==> src/abs_pkg.sv <==
// shared types, codes and reset values for the alert beacon sequencer
// no dependencies; used by the interfaces and every module of the block
package abs_pkg;

   localparam int REQ_TYPE_W = 3;
   localparam int TIME_W     = 32;
   localparam int BITS_W     = 16;
   localparam int LAT_W      = 21;
   localparam int LON_W      = 22;
   localparam int CODE_W     = 16;
   localparam int DUR_W      = 22;
   localparam int CNT16_W    = 16;
   localparam int CSR_IDX_W  = 3;
   localparam int CSR_DATA_W = 22;

   // request codes
   localparam logic [REQ_TYPE_W-1:0] REQ_TICK     = 3'd0;
   localparam logic [REQ_TYPE_W-1:0] REQ_TRIGGER  = 3'd1;
   localparam logic [REQ_TYPE_W-1:0] REQ_SET_BITS = 3'd2;
   localparam logic [REQ_TYPE_W-1:0] REQ_SET_POS  = 3'd3;
   localparam logic [REQ_TYPE_W-1:0] REQ_CANCEL   = 3'd4;
   localparam logic [REQ_TYPE_W-1:0] REQ_SHUTDOWN = 3'd5;

   // register indexes
   localparam logic [CSR_IDX_W-1:0] CSR_BEACON_ID     = 3'd0;
   localparam logic [CSR_IDX_W-1:0] CSR_AUTO_MASK     = 3'd1;
   localparam logic [CSR_IDX_W-1:0] CSR_LOCK_MASK     = 3'd2;
   localparam logic [CSR_IDX_W-1:0] CSR_INTERVAL      = 3'd3;
   localparam logic [CSR_IDX_W-1:0] CSR_MIN_DURATION  = 3'd4;
   localparam logic [CSR_IDX_W-1:0] CSR_MIN_SENDS     = 3'd5;
   localparam logic [CSR_IDX_W-1:0] CSR_LAT_OFFSET    = 3'd6;
   localparam logic [CSR_IDX_W-1:0] CSR_LON_OFFSET    = 3'd7;

   // register reset values
   localparam logic [BITS_W-1:0]       RST_BEACON_ID    = 16'd0;
   localparam logic [BITS_W-1:0]       RST_AUTO_MASK    = 16'hFFFF;
   localparam logic [BITS_W-1:0]       RST_LOCK_MASK    = 16'd2;
   localparam logic [CNT16_W-1:0]      RST_INTERVAL     = 16'd500;
   localparam logic [DUR_W-1:0]        RST_MIN_DURATION = 22'd30000;
   localparam logic [CNT16_W-1:0]      RST_MIN_SENDS    = 16'd60;
   localparam logic signed [LAT_W-1:0] RST_LAT_OFFSET   = 21'sd330000;
   localparam logic signed [LON_W-1:0] RST_LON_OFFSET   = 22'sd1240000;

   // coordinate compression: floor(diff * 6554 / 65536), saturated
   localparam int                     SCALE_W     = 14;
   localparam logic signed [SCALE_W-1:0] COORD_SCALE = 14'sd6554;
   localparam int                     SCALE_SHIFT = 16;
   localparam logic signed [CODE_W-1:0]  CODE_MAX = 16'sh7FFF;
   localparam logic signed [CODE_W-1:0]  CODE_MIN = 16'sh8000;

   typedef struct packed {
      logic [BITS_W-1:0]       beacon_id;
      logic [BITS_W-1:0]       auto_start_mask;
      logic [BITS_W-1:0]       cancel_lock_mask;
      logic [CNT16_W-1:0]      send_interval_ms;
      logic [DUR_W-1:0]        min_active_ms;
      logic [CNT16_W-1:0]      min_send_count;
      logic signed [LAT_W-1:0] lat_offset_e4;
      logic signed [LON_W-1:0] lon_offset_e4;
   } cfg_type;

   typedef struct packed {
      logic [REQ_TYPE_W-1:0]   req_type;
      logic [TIME_W-1:0]       now_ms;
      logic [BITS_W-1:0]       flag_bits;
      logic signed [LAT_W-1:0] latitude_e4;
      logic signed [LON_W-1:0] longitude_e4;
   } req_item_type;

   typedef struct packed {
      logic                     pkt_valid;
      logic [BITS_W-1:0]        pkt_beacon_id;
      logic [BITS_W-1:0]        pkt_alert_bits;
      logic signed [CODE_W-1:0] pkt_lat_code;
      logic signed [CODE_W-1:0] pkt_lon_code;
      logic                     beacon_on;
      logic [BITS_W-1:0]        alert_bits_now;
   } rsp_item_type;

endpackage

==> src/abs_if.sv <==
// request, result and register write channels of the alert beacon sequencer
// depends on abs_pkg for field widths
interface abs_req_if;
   import abs_pkg::*;
   logic                    valid;
   logic                    ready;
   logic [REQ_TYPE_W-1:0]   req_type;
   logic [TIME_W-1:0]       now_ms;
   logic [BITS_W-1:0]       flag_bits;
   logic signed [LAT_W-1:0] latitude_e4;
   logic signed [LON_W-1:0] longitude_e4;

   modport source (output valid, req_type, now_ms, flag_bits, latitude_e4, longitude_e4,
                   input ready);
   modport sink (input valid, req_type, now_ms, flag_bits, latitude_e4, longitude_e4,
                 output ready);
endinterface

interface abs_rsp_if;
   import abs_pkg::*;
   logic                     valid;
   logic                     ready;
   logic                     pkt_valid;
   logic [BITS_W-1:0]        pkt_beacon_id;
   logic [BITS_W-1:0]        pkt_alert_bits;
   logic signed [CODE_W-1:0] pkt_lat_code;
   logic signed [CODE_W-1:0] pkt_lon_code;
   logic                     beacon_on;
   logic [BITS_W-1:0]        alert_bits_now;

   modport source (output valid, pkt_valid, pkt_beacon_id, pkt_alert_bits, pkt_lat_code,
                   pkt_lon_code, beacon_on, alert_bits_now, input ready);
   modport sink (input valid, pkt_valid, pkt_beacon_id, pkt_alert_bits, pkt_lat_code,
                 pkt_lon_code, beacon_on, alert_bits_now, output ready);
endinterface

interface abs_csr_if;
   import abs_pkg::*;
   logic                  valid;
   logic                  ready;
   logic [CSR_IDX_W-1:0]  index;
   logic [CSR_DATA_W-1:0] data;

   modport source (output valid, index, data, input ready);
   modport sink (input valid, index, data, output ready);
endinterface

==> src/abs_coord_code.sv <==
// coordinate compression: (x - offset) * 6554 >> 16, saturated to 16 bits signed
// depends on abs_pkg for the scale and saturation constants
module abs_coord_code #(
   parameter int XW = abs_pkg::LAT_W
) (
   input  logic signed [XW-1:0]               x,
   input  logic signed [XW-1:0]               off,
   output logic signed [abs_pkg::CODE_W-1:0]  code
);
   import abs_pkg::*;

   localparam int DIFF_W = XW + 1;
   localparam int PROD_W = DIFF_W + SCALE_W;
   localparam int Q_W    = PROD_W - SCALE_SHIFT;

   logic signed [DIFF_W-1:0] diff;
   logic signed [PROD_W-1:0] prod;
   logic signed [Q_W-1:0]    quot;
   logic                     in_range;

   always_comb begin
      diff = DIFF_W'(x) - DIFF_W'(off);
      prod = PROD_W'(diff) * PROD_W'(COORD_SCALE);
      // arithmetic shift gives the floor for negative products
      quot = Q_W'(prod >>> SCALE_SHIFT);
      // fits when all bits above the code's sign agree
      in_range = (quot[Q_W-1:CODE_W-1] == '0) || (quot[Q_W-1:CODE_W-1] == '1);
      if (in_range) begin
         code = quot[CODE_W-1:0];
      end else if (quot[Q_W-1]) begin
         code = CODE_MIN;
      end else begin
         code = CODE_MAX;
      end
   end

endmodule

==> src/abs_event_core.sv <==
// beacon state and the per-request update: timing, alert bits, cancel and packet build
// depends on abs_pkg and abs_coord_code
module abs_event_core (
   input  logic                  clock,
   input  logic                  reset,
   input  logic                  go,
   input  abs_pkg::cfg_type      cfg,
   input  abs_pkg::req_item_type item,
   output abs_pkg::rsp_item_type rsp
);
   import abs_pkg::*;

   logic                    active_ff, active_in;
   logic                    first_ff, first_in;
   logic [BITS_W-1:0]       bits_ff, bits_in;
   logic signed [LAT_W-1:0] lat_ff, lat_in;
   logic signed [LON_W-1:0] lon_ff, lon_in;
   logic [TIME_W-1:0]       start_ff, start_in;
   logic [TIME_W-1:0]       last_ff, last_in;
   logic [TIME_W-1:0]       count_ff, count_in;

   logic signed [CODE_W-1:0] lat_code;
   logic signed [CODE_W-1:0] lon_code;
   logic [TIME_W-1:0]        interval;
   logic [TIME_W-1:0]        since_send;
   logic [TIME_W-1:0]        since_start;
   logic                     send;
   logic                     expired;

   abs_coord_code #(.XW(LAT_W)) u_lat_code (
      .x    (lat_ff),
      .off  (cfg.lat_offset_e4),
      .code (lat_code)
   );

   abs_coord_code #(.XW(LON_W)) u_lon_code (
      .x    (lon_ff),
      .off  (cfg.lon_offset_e4),
      .code (lon_code)
   );

   always_comb begin
      active_in = active_ff;
      first_in  = first_ff;
      bits_in   = bits_ff;
      lat_in    = lat_ff;
      lon_in    = lon_ff;
      start_in  = start_ff;
      last_in   = last_ff;
      count_in  = count_ff;
      rsp       = '0;

      interval    = TIME_W'(cfg.send_interval_ms);
      since_send  = item.now_ms - last_ff;
      // the first tick after a start sends at once and has zero elapsed time
      since_start = first_ff ? '0 : (item.now_ms - start_ff);
      send        = first_ff || (since_send >= interval);
      expired     = (since_start >= TIME_W'(cfg.min_active_ms)) && (bits_ff == '0);

      unique case (item.req_type)
         REQ_TICK: begin
            if (active_ff) begin
               first_in = 1'b0;
               if (first_ff) begin
                  start_in = item.now_ms;
               end
               if (send) begin
                  rsp.pkt_valid      = 1'b1;
                  rsp.pkt_beacon_id  = cfg.beacon_id;
                  rsp.pkt_alert_bits = bits_ff;
                  rsp.pkt_lat_code   = lat_code;
                  rsp.pkt_lon_code   = lon_code;
                  // phase locked to the first send: advance by exactly one interval
                  last_in  = first_ff ? item.now_ms : (last_ff + interval);
                  count_in = count_ff + 1'b1;
                  if (expired) begin
                     active_in = 1'b0;
                     count_in  = '0;
                  end
               end
            end
         end
         REQ_TRIGGER: begin
            bits_in = bits_ff | item.flag_bits;
            if (!active_ff && ((item.flag_bits & cfg.auto_start_mask) != '0)) begin
               active_in = 1'b1;
               first_in  = 1'b1;
               start_in  = '0;
               last_in   = '0;
               count_in  = '0;
            end
         end
         REQ_SET_BITS: begin
            bits_in = item.flag_bits;
         end
         REQ_SET_POS: begin
            lat_in = item.latitude_e4;
            lon_in = item.longitude_e4;
         end
         REQ_CANCEL: begin
            if ((bits_ff & cfg.cancel_lock_mask) == '0) begin
               bits_in = '0;
               if (count_ff >= TIME_W'(cfg.min_send_count)) begin
                  active_in = 1'b0;
                  count_in  = '0;
               end
            end
         end
         REQ_SHUTDOWN: begin
            active_in = 1'b0;
            bits_in   = '0;
         end
         default: begin
         end
      endcase

      rsp.beacon_on      = active_in;
      rsp.alert_bits_now = bits_in;
   end

   always_ff @(posedge clock) begin
      if (reset) begin
         active_ff <= 1'b0;
         first_ff  <= 1'b0;
         bits_ff   <= '0;
         lat_ff    <= '0;
         lon_ff    <= '0;
         start_ff  <= '0;
         last_ff   <= '0;
         count_ff  <= '0;
      end else if (go) begin
         active_ff <= active_in;
         first_ff  <= first_in;
         bits_ff   <= bits_in;
         lat_ff    <= lat_in;
         lon_ff    <= lon_in;
         start_ff  <= start_in;
         last_ff   <= last_in;
         count_ff  <= count_in;
      end
   end

endmodule

==> src/alert_beacon_sequencer.sv <==
// alert beacon sequencer top level: request register, register file, result register
// depends on abs_pkg, abs_if and abs_event_core
// a request is held in the request register, and its result in the result register
// one request per cycle unless a result stalls; the request register refills while one waits
// the core path: 22x14 and 23x14 multipliers for the coordinate codes, beside 32-bit compares
// synchronous active-high reset: beacon idle, alert bits, position, times and count zero,
// registers at their default values, both channels empty
module alert_beacon_sequencer (
   input  logic             clock,
   input  logic             reset,
   abs_req_if.sink          req_ch,
   abs_rsp_if.source        rsp_ch,
   abs_csr_if.sink          csr_ch
);
   import abs_pkg::*;

   logic         in_valid_ff, in_valid_in;
   req_item_type in_item_ff;
   logic         rsp_valid_ff, rsp_valid_in;
   rsp_item_type rsp_item_ff;
   rsp_item_type rsp_item;
   cfg_type      cfg_ff, cfg_in;
   logic         out_free;
   logic         go;
   logic         req_take;

   assign out_free     = !rsp_valid_ff || rsp_ch.ready;
   assign go           = in_valid_ff && out_free;
   assign req_ch.ready = !in_valid_ff || out_free;
   assign req_take     = req_ch.valid && req_ch.ready;
   assign csr_ch.ready = 1'b1;

   assign in_valid_in  = req_take ? 1'b1 : (go ? 1'b0 : in_valid_ff);
   assign rsp_valid_in = go ? 1'b1 : (rsp_ch.ready ? 1'b0 : rsp_valid_ff);

   always_comb begin
      cfg_in = cfg_ff;
      if (csr_ch.valid) begin
         unique case (csr_ch.index)
            CSR_BEACON_ID:    cfg_in.beacon_id        = csr_ch.data[BITS_W-1:0];
            CSR_AUTO_MASK:    cfg_in.auto_start_mask  = csr_ch.data[BITS_W-1:0];
            CSR_LOCK_MASK:    cfg_in.cancel_lock_mask = csr_ch.data[BITS_W-1:0];
            CSR_INTERVAL:     cfg_in.send_interval_ms = csr_ch.data[CNT16_W-1:0];
            CSR_MIN_DURATION: cfg_in.min_active_ms    = csr_ch.data[DUR_W-1:0];
            CSR_MIN_SENDS:    cfg_in.min_send_count   = csr_ch.data[CNT16_W-1:0];
            CSR_LAT_OFFSET:   cfg_in.lat_offset_e4    = csr_ch.data[LAT_W-1:0];
            CSR_LON_OFFSET:   cfg_in.lon_offset_e4    = csr_ch.data[LON_W-1:0];
            default: begin
            end
         endcase
      end
   end

   abs_event_core u_core (
      .clock (clock),
      .reset (reset),
      .go    (go),
      .cfg   (cfg_ff),
      .item  (in_item_ff),
      .rsp   (rsp_item)
   );

   always_ff @(posedge clock) begin
      if (reset) begin
         in_valid_ff             <= 1'b0;
         rsp_valid_ff            <= 1'b0;
         cfg_ff.beacon_id        <= RST_BEACON_ID;
         cfg_ff.auto_start_mask  <= RST_AUTO_MASK;
         cfg_ff.cancel_lock_mask <= RST_LOCK_MASK;
         cfg_ff.send_interval_ms <= RST_INTERVAL;
         cfg_ff.min_active_ms    <= RST_MIN_DURATION;
         cfg_ff.min_send_count   <= RST_MIN_SENDS;
         cfg_ff.lat_offset_e4    <= RST_LAT_OFFSET;
         cfg_ff.lon_offset_e4    <= RST_LON_OFFSET;
      end else begin
         in_valid_ff  <= in_valid_in;
         rsp_valid_ff <= rsp_valid_in;
         cfg_ff       <= cfg_in;
      end
   end

   // payload registers
   always_ff @(posedge clock) begin
      if (req_take) begin
         in_item_ff.req_type     <= req_ch.req_type;
         in_item_ff.now_ms       <= req_ch.now_ms;
         in_item_ff.flag_bits    <= req_ch.flag_bits;
         in_item_ff.latitude_e4  <= req_ch.latitude_e4;
         in_item_ff.longitude_e4 <= req_ch.longitude_e4;
      end
      if (go) begin
         rsp_item_ff <= rsp_item;
      end
   end

   assign rsp_ch.valid          = rsp_valid_ff;
   assign rsp_ch.pkt_valid      = rsp_item_ff.pkt_valid;
   assign rsp_ch.pkt_beacon_id  = rsp_item_ff.pkt_beacon_id;
   assign rsp_ch.pkt_alert_bits = rsp_item_ff.pkt_alert_bits;
   assign rsp_ch.pkt_lat_code   = rsp_item_ff.pkt_lat_code;
   assign rsp_ch.pkt_lon_code   = rsp_item_ff.pkt_lon_code;
   assign rsp_ch.beacon_on      = rsp_item_ff.beacon_on;
   assign rsp_ch.alert_bits_now = rsp_item_ff.alert_bits_now;

endmodule

==> src/flat_wrapper.sv <==
// flat-port wrapper written by rule: the top's interface ports become plain ports
module alert_beacon_sequencer_flat import abs_pkg::*;
  (clock, reset, req_ch_valid, req_ch_req_type, req_ch_now_ms, req_ch_flag_bits, req_ch_latitude_e4, req_ch_longitude_e4, req_ch_ready, rsp_ch_valid, rsp_ch_pkt_valid, rsp_ch_pkt_beacon_id, rsp_ch_pkt_alert_bits, rsp_ch_pkt_lat_code, rsp_ch_pkt_lon_code, rsp_ch_beacon_on, rsp_ch_alert_bits_now, rsp_ch_ready, csr_ch_valid, csr_ch_index, csr_ch_data, csr_ch_ready);
  abs_req_if req_ch_i ();
  abs_rsp_if rsp_ch_i ();
  abs_csr_if csr_ch_i ();
  input  logic clock;
  input  logic reset;
  input wire logic [$bits(req_ch_i.valid)-1:0] req_ch_valid;
  input wire logic [$bits(req_ch_i.req_type)-1:0] req_ch_req_type;
  input wire logic [$bits(req_ch_i.now_ms)-1:0] req_ch_now_ms;
  input wire logic [$bits(req_ch_i.flag_bits)-1:0] req_ch_flag_bits;
  input wire logic [$bits(req_ch_i.latitude_e4)-1:0] req_ch_latitude_e4;
  input wire logic [$bits(req_ch_i.longitude_e4)-1:0] req_ch_longitude_e4;
  output wire logic [$bits(req_ch_i.ready)-1:0] req_ch_ready;
  output wire logic [$bits(rsp_ch_i.valid)-1:0] rsp_ch_valid;
  output wire logic [$bits(rsp_ch_i.pkt_valid)-1:0] rsp_ch_pkt_valid;
  output wire logic [$bits(rsp_ch_i.pkt_beacon_id)-1:0] rsp_ch_pkt_beacon_id;
  output wire logic [$bits(rsp_ch_i.pkt_alert_bits)-1:0] rsp_ch_pkt_alert_bits;
  output wire logic [$bits(rsp_ch_i.pkt_lat_code)-1:0] rsp_ch_pkt_lat_code;
  output wire logic [$bits(rsp_ch_i.pkt_lon_code)-1:0] rsp_ch_pkt_lon_code;
  output wire logic [$bits(rsp_ch_i.beacon_on)-1:0] rsp_ch_beacon_on;
  output wire logic [$bits(rsp_ch_i.alert_bits_now)-1:0] rsp_ch_alert_bits_now;
  input wire logic [$bits(rsp_ch_i.ready)-1:0] rsp_ch_ready;
  input wire logic [$bits(csr_ch_i.valid)-1:0] csr_ch_valid;
  input wire logic [$bits(csr_ch_i.index)-1:0] csr_ch_index;
  input wire logic [$bits(csr_ch_i.data)-1:0] csr_ch_data;
  output wire logic [$bits(csr_ch_i.ready)-1:0] csr_ch_ready;
  assign req_ch_i.valid = req_ch_valid;
  assign req_ch_i.req_type = req_ch_req_type;
  assign req_ch_i.now_ms = req_ch_now_ms;
  assign req_ch_i.flag_bits = req_ch_flag_bits;
  assign req_ch_i.latitude_e4 = req_ch_latitude_e4;
  assign req_ch_i.longitude_e4 = req_ch_longitude_e4;
  assign req_ch_ready = req_ch_i.ready;
  assign rsp_ch_valid = rsp_ch_i.valid;
  assign rsp_ch_pkt_valid = rsp_ch_i.pkt_valid;
  assign rsp_ch_pkt_beacon_id = rsp_ch_i.pkt_beacon_id;
  assign rsp_ch_pkt_alert_bits = rsp_ch_i.pkt_alert_bits;
  assign rsp_ch_pkt_lat_code = rsp_ch_i.pkt_lat_code;
  assign rsp_ch_pkt_lon_code = rsp_ch_i.pkt_lon_code;
  assign rsp_ch_beacon_on = rsp_ch_i.beacon_on;
  assign rsp_ch_alert_bits_now = rsp_ch_i.alert_bits_now;
  assign rsp_ch_i.ready = rsp_ch_ready;
  assign csr_ch_i.valid = csr_ch_valid;
  assign csr_ch_i.index = csr_ch_index;
  assign csr_ch_i.data = csr_ch_data;
  assign csr_ch_ready = csr_ch_i.ready;
  alert_beacon_sequencer u_core (.clock(clock), .reset(reset), .req_ch(req_ch_i), .rsp_ch(rsp_ch_i), .csr_ch(csr_ch_i));
endmodule
==> config.mk <==
export PLATFORM = sky130hd
export DESIGN_NAME = alert_beacon_sequencer_flat
export DESIGN_NICKNAME = d
export VERILOG_FILES = /design/src/abs_pkg.sv /design/src/abs_if.sv /design/src/abs_coord_code.sv /design/src/abs_event_core.sv /design/src/alert_beacon_sequencer.sv /design/src/flat_wrapper.sv
export SDC_FILE = /design/constraint.sdc
export NUM_CORES = 2
export LEC_CHECK = 0
export BUFFER_PORTS_ARGS = -buffer_cell sky130_fd_sc_hd__clkbuf_2
export CAP_MARGIN = 20
export CORE_AREA = 2 2 319 195
export DETAILED_ROUTE_END_ITERATION = 10
export DIE_AREA = 0 0 321 197
export GPL_TIMING_DRIVEN = 0
export PLACE_DENSITY = 0.86
export SLEW_MARGIN = 20
export SYNTH_ARGS = -nofsm -noshare
export SYNTH_HDL_FRONTEND = slang
export SYNTH_SLANG_ARGS = --single-unit
==> constraint.sdc <==
create_clock -name clock -period 9.4 [get_ports clock]
set_input_delay 0.94 -clock clock [delete_from_list [all_inputs] [get_ports clock]]
set_output_delay 0.94 -clock clock [all_outputs]
set_load 0.01 [all_outputs]
======== Yosys cells after proc, flatten, opt, wreduce, memory -nomap -nowiden ========
Cells that the tools add are included.
word-level totals
  output and inout port bits .............. 85
  register bits ........................... 480
  logic and storage cells ................. 138
cells by class
  add/subtract/negate cells ............... 6
  bitwise gates (word level) .............. 3
  $mul .................................... 2
  magnitude comparators ................... 3
  muxes and demuxes ....................... 36
  reduce and logical (&&, ||, !) cells .... 38
  eq/ne operators ......................... 20
operators by type and width
  operator                                              count
  two-way mux 32 bit                                    12
  one-hot mux 32 bit (2 select lines)                   2
  one-hot mux 32 bit (3 select lines)                   1
  two-way mux 16 bit                                    5
  two-way mux 65 bit                                    1
  greater-or-equal comparator 32 x 16 -> 1 bit          2
  one-hot mux 16 bit (4 select lines)                   1
  subtractor 32 bit                                     2
  multiplier 23 x 13 -> 36 bit (second input constant)  1
  multiplier 22 x 13 -> 35 bit (second input constant)  1
  adder 32 x 1 -> 32 bit (second input constant)        1
  adder 32 x 16 -> 32 bit                               1
  bitwise AND 16 bit                                    2
  greater-or-equal comparator 32 x 22 -> 1 bit          1
  zero test 16 bit                                      2
  subtractor 22 x 22 -> 23 bit                          1
  subtractor 21 x 21 -> 22 bit                          1
  AND reduction 2 bit                                   10
  equality test 3 bit (second input constant)           6
  OR 16 bit                                             1
  nonzero test 16 bit                                   1
  equality test 3 x 2 -> 1 bit (second input constant)  4
  two-way mux 1 bit                                     12
  inequality test 2 bit (second input constant)         6
  17 further kinds                                      31

======== Logic depth before layout (Yosys ltp) ========
  depth after elaboration ................. 8
  mapped depth ............................ 36

======== Hierarchy ========
Synthesis repeated with hierarchy kept, for this count alone.
unflattened totals
  cell total of the unflattened synthesis .. 4243
  area, all modules ....................... 37963.9 um^2
modules (own cells, without submodules)
  module                                     seq. area each (um^2)  instances  cells an instance  area each (um^2)
  abs_event_core                             3143.0                 1          1866               13548.0
  alert_beacon_sequencer                     8227.9                 1          719                11065.6
  abs_coord_code (u_core.u_core.u_lon_code)  0.0                    1          858                6886.6
  abs_coord_code (u_core.u_core.u_lat_code)  0.0                    1          800                6463.7

======== Worst setup path after synthesis ========
No wires, ideal clock.
  kind .................................... reg-to-reg
  from .................................... register u_core.cfg_ff[8] (netlist name)
  to ...................................... register u_core.rsp_item_ff (netlist bit u_core.rsp_ch.pkt_lon_code[10]) (data pin)
  setup slack ............................. 1.405 ns
  arrival ................................. 7.866 ns
  clock period less this slack ............ 7.995 ns
  cell stages (with the launch flop) ...... 34
  required time ........................... 9.272 ns
  library setup time ...................... 0.128 ns
  path through ............................ dfxtp_1 > inv_1 > ha_1 > clkbuf_1 > nand2_1 > or3_1 > o211ai_1 > a211oi_1 > o31ai_1 > or2_2 > a21oi_1 > xnor2_1 > inv_1 > ha_1 > xor2_1 > xnor2_1 > ha_1 > fa_1 > inv_1 > fa_1 > inv_1 > ha_1 > a21o_1 > a221oi_1 > nand3_1 > a211oi_1 > nor3b_1 > o41a_1 > a21oi_1 > xnor2_1 > nand2_4 > a31oi_4 > buf_2 > a21o_1
on the way
  word-level cells in the longest chain between the ends .. 5
  elaborated cells between the ends (all ways) .. 7
  classes of those cells .................. 1 x add/sub; 1 x mul; 1 x eq/ne; 2 x mux; 2 x reduce/logical
RTL lines
  element                                                        line                          RTL
  from (decl)                                                    alert_beacon_sequencer.sv:22  cfg_type cfg_ff, cfg_in;
  from (signal assigned)                                         alert_beacon_sequencer.sv:78  cfg_ff <= cfg_in;
  subtractor 22 x 22 -> 23 bit *                                 abs_coord_code.sv:22          diff = DIFF_W'(x) - DIFF_W'(off);
  multiplier 23 x 13 -> 36 bit *                                 abs_coord_code.sv:23          prod = PROD_W'(diff) * PROD_W'(COORD_SCALE);
  equality test 6 bit / zero test 6 bit (equally long branches)  abs_coord_code.sv:27          in_range = (quot[Q_W-1:CODE_W-1] == '0) || (quot[Q_W-1:CODE_W-1] == '1);
  logical OR 1 bit                                               abs_coord_code.sv:27
  two-way mux 16 bit *                                           abs_coord_code.sv:28          if (in_range) begin
  to (signal assigned)                                           alert_beacon_sequencer.sv:92  rsp_item_ff <= rsp_item;
  to (decl)                                                      alert_beacon_sequencer.sv:20  rsp_item_type rsp_item_ff;
Mark *: on every way between the ends. The rest lies on a longest branch, timed or not.
A chain may end at the register's enable or synchronous reset.

======== Final worst setup path ========
  from .................................... register u_core.cfg_ff[0] (netlist name)
  to ...................................... register u_core.rsp_item_ff (netlist bit u_core.rsp_ch.pkt_lon_code[5]) (data pin)
Same word-level chain as after synthesis.

==> summary.txt <==
Detailed routing
  – WL per Instance: 19.8 um
  – Routed WL: 102 mm
  – First-pass iteration count of the detailed router: 7
  – DRT antenna net count: 0
  – DRC errors left: 0
  – Vias/cell: 5.95
  – DRT iter0 DRCs: 3,646
  – Routed vias: 30.7k

Setup path
  – CP required: 9890 ps
  – CP arrival: 9470 ps
  – Critical-path top delay cell: fa_1
  – Startpoint Class: flop
  – CP Capture Type: flop
  – Critical Path Max Stage Delay: 580 ps
  – Crit path max fanout: 10
  – Critical path type: flop to flop

Timing
  – Peak Freq: 111 MHz
  – Pins over their slew limit: 0
  – Worst rel slew slack: 30.4%
  – Clock Skew: 15.2 ps
  – Final worst-path setup slack: 414 ps
  – Setup TNS: 0 ps
  – Final-report setup violation count: 0
  – Final hold viol count: 0
  – Min cycle time layout: 8990 ps
  – Tightest Pin Transition: 1040 ps
  – Final worst path period share: 95.6%
  – RSZ-0062 raised after global routing: no

Placement
  – Post-placement worst setup slack: -516 ps
  – # port buffers: 188
  – Placed cell count: 5,064
  – Post-DP HPWL: 80.0 mm
  – GPL Wtd Cong: 0.965

Synthesis
  – Mean Syn Cell Area: 8.76 um2
  – Yosys reg bits: 480
  – Synth Cell Area: 35,800 um2
  – Leading register cell type out of synthesis: dfxtp_1
  – Unique masters post-synth: 94
  – Post-Syn Nets: 4,758
  – EDFF count, synth: 176
  – Asr flop ratio synth: 0%
  – Ys Warns: 0
  – Sequential area share after synthesis: 31.8%
  – Syn Inst Count: 4,081

Cells and area
  – Synthesis-to-finish area growth: 10.4%
  – Layout Nets: 5,002
  – Share of layout cells above drive strength 1: 8.27%
  – Post-Layout Cell Count: 5,162
  – Final Util: 65.5%

Die
  – Die Y: 197 um
  – Site row count: 70
  – Area of the core: 60,300 um2
  – Initial core utilization: 59.4%
  – Die W: 321 um
  – IO Pins: 209
  – Die area: 63,200 um2

GRT
  – Gr ovfl total: 0
  – GRT Resource Usage Total: 31.7%
  – Initial antenna violation count: 11
  – Number of global-route vias before repair: 29.0k
  – Largest net degree at the start of global routing: 52
  – First-pass GRT wire length: 158 mm

Clocking
  – Reg clk slew, reported paths: 70 ps
  – H-tree levels: 2
  – CTS tree: built
  – Cts bufs inserted: 47
  – Clk_lat worst skew: 620 ps
  – CTS Hold Bufs: 0
  – Clock sink count: 480
  – CTS max path bufs: 3
  – Clk root buf: clkbuf_16

Min path
  – Tightest Hold Check Type: flop to flop

Pwr
  – Final Power: 0.00875 W
  – Pwr per Cell Area: 222 nW/um2
  – P_leak: 17.6 nW
  – Max IR drop VDD: 0.266 mV

Status
  – Status: completed

Run
  – Max-cap violations: 0
critical path: cells and delay by family, from the launching register on:
family / cells / cell delay (ps)
AND/OR/NAND/NOR: 5 / 730
XOR/XNOR: 1 / 240
buffers and inverters: 5 / 600
adder cells (fa/ha/maj): 8 / 3220
AO/OA/AOI/OAI: 13 / 3670
flip-flops: 1 / 370
worst paths after layout:
check	startpoint	endpoint	slack, ps	cells after the start
setup / recovery	u_core.cfg_ff[0]$_SDFFE_PP0P_	u_core.rsp_ch.pkt_lon_code[5]$_SDFFCE_PN0P_	410	32
hold / removal	u_core.u_core.start_ff[24]$_SDFFE_PP0P_	u_core.u_core.start_ff[24]$_SDFFE_PP0P_	450	2
setup reg to reg	u_core.cfg_ff[0]$_SDFFE_PP0P_	u_core.rsp_ch.pkt_lon_code[5]$_SDFFCE_PN0P_	410	32
hold reg to reg	u_core.u_core.start_ff[24]$_SDFFE_PP0P_	u_core.u_core.start_ff[24]$_SDFFE_PP0P_	450	2
cell usage after synthesis (all sizes together), types with 25 or more instances:
cell type / n / area share (%)
inv: 578 / 6.1
nand2: 499 / 5.3
ha: 393 / 14
a21oi: 369 / 5.2
dfxtp: 304 / 17
nor2: 217 / 2.3
edfxtp: 176 / 15
fa: 160 / 9.0
o21ai: 144 / 2.0
a21o: 140 / 2.9
clkbuf: 138 / 1.5
xnor2: 122 / 3.0
xor2: 96 / 2.4
nand3: 90 / 1.3
o211ai: 58 / 1.2
and2: 53 / 0.93
mux2i: 48 / 1.3
nor3: 48 / 0.67
nor2b: 35 / 0.61
nand2b: 30 / 0.52
nand4: 26 / 0.45
or3: 26 / 0.45
and3: 25 / 0.44
flip-flops by register name, indices dropped and copies added (netlist names):
register,cells
u_core.rsp_ch.beacon_on,1
u_core.in_valid_ff,1
u_core.u_core.lon_ff,22
u_core.cfg_ff,145
u_core.u_core.first_ff,1
u_core.rsp_ch.valid,1
u_core.rsp_ch.pkt_lon_code,16
u_core.rsp_ch.pkt_beacon_id,16
u_core.u_core.lat_ff,21
u_core.rsp_ch.pkt_valid,1
u_core.rsp_ch.pkt_lat_code,16
u_core.in_item_ff,94
u_core.u_core.start_ff,32
u_core.u_core.active_ff,1
u_core.u_core.count_ff,32
u_core.u_core.last_ff,32
u_core.rsp_ch.alert_bits_now,16
u_core.rsp_ch.pkt_alert_bits,16
u_core.u_core.bits_ff,16
routing by layer:
layer / track usage, % / share of wire [%] / up-vias
li1: - / - / 14300
met1: 47.0 / 44 / 14600
met5: 0 / 0.065 / -
met4: 9.00 / 2.7 / 10
met2: 44.7 / 40 / 1577
met3: 9.11 / 13 / 211
stage by stage:
step                hold WS, ps  cell area (um2)
finish                      452            39500
global route                474            39500
detailed placement          443            37800
floorplan                   432            35800
CTS                         452            39300
global placement            438            37700
kinds of logic (layout without fill, tap and decap cells):
kind of cell / Yosys count / count (layout) / synth area share, %
other: 1 / 8 / 0.0105
XOR/XNOR: 218 / 218 / 5.34
AO/OA/AOI/OAI: 926 / 926 / 16.4
AND/OR/NAND/NOR: 1113 / 1113 / 14.2
flip-flops: 480 / 480 / 31.8
adder cells (fa/ha/maj): 553 / 553 / 22.7
multiplexers: 52 / 52 / 1.47
buffers and inverters: 738 / 1020 / 8.00
what timing repair did:
action / 4_1_cts / 5_1_grt
gates resized for setup: 4 / 15
buffers inserted: 0 / 6
pin swaps: 0 / 5
setup endpoints to repair: 26 / 31
where the power goes:
part	internal, W	total [W]	leakage (nW)	switching, W
Combinational	0.00194	0.00453	12.7	0.00259
Clock	0.00104	0.00194	0.747	0.000908
Sequential	0.00222	0.00227	4.13	0.0000520
area by class of cell:
type	instances	area (um2)
Antenna cell	7	17.5
Buffer	158	689
Clock buffer	67	1380
Clock inverter	20	159
Fill cell	4729	20800
Inverter	578	2170
Multi-Input combinational cell	2863	21600
Sequential cell	480	11400
Tap cell	792	991
Timing Repair Buffer	197	1050
cells in the final DEF (no fill, tap or decap), types with 11 or more instances in the layout:
master     count
nand2b_1      30
a211oi_1      14
a31oi_1       21
nor2b_1       35
nor4_1        13
a21o_1       140
nor3_1        46
nand3_1       90
and3_1        25
inv_1        574
xor2_1        94
o21ai_0      134
a21oi_1      364
o21a_1        20
clkbuf_16     51
or2_2         11
xnor2_1      120
fa_1         160
clkbuf_2     204
a22o_1        22
or3_1         26
o211ai_1      58
and2_1        51
mux2i_1       48
nand4_1       26
clkbuf_1     131
a22oi_1       17
dfxtp_1      304
ha_1         393
nor2_1       215
nand2_1      498
o21bai_1      16
edfxtp_1     176
No activity file was read; power rests on OpenSTA's default activity.
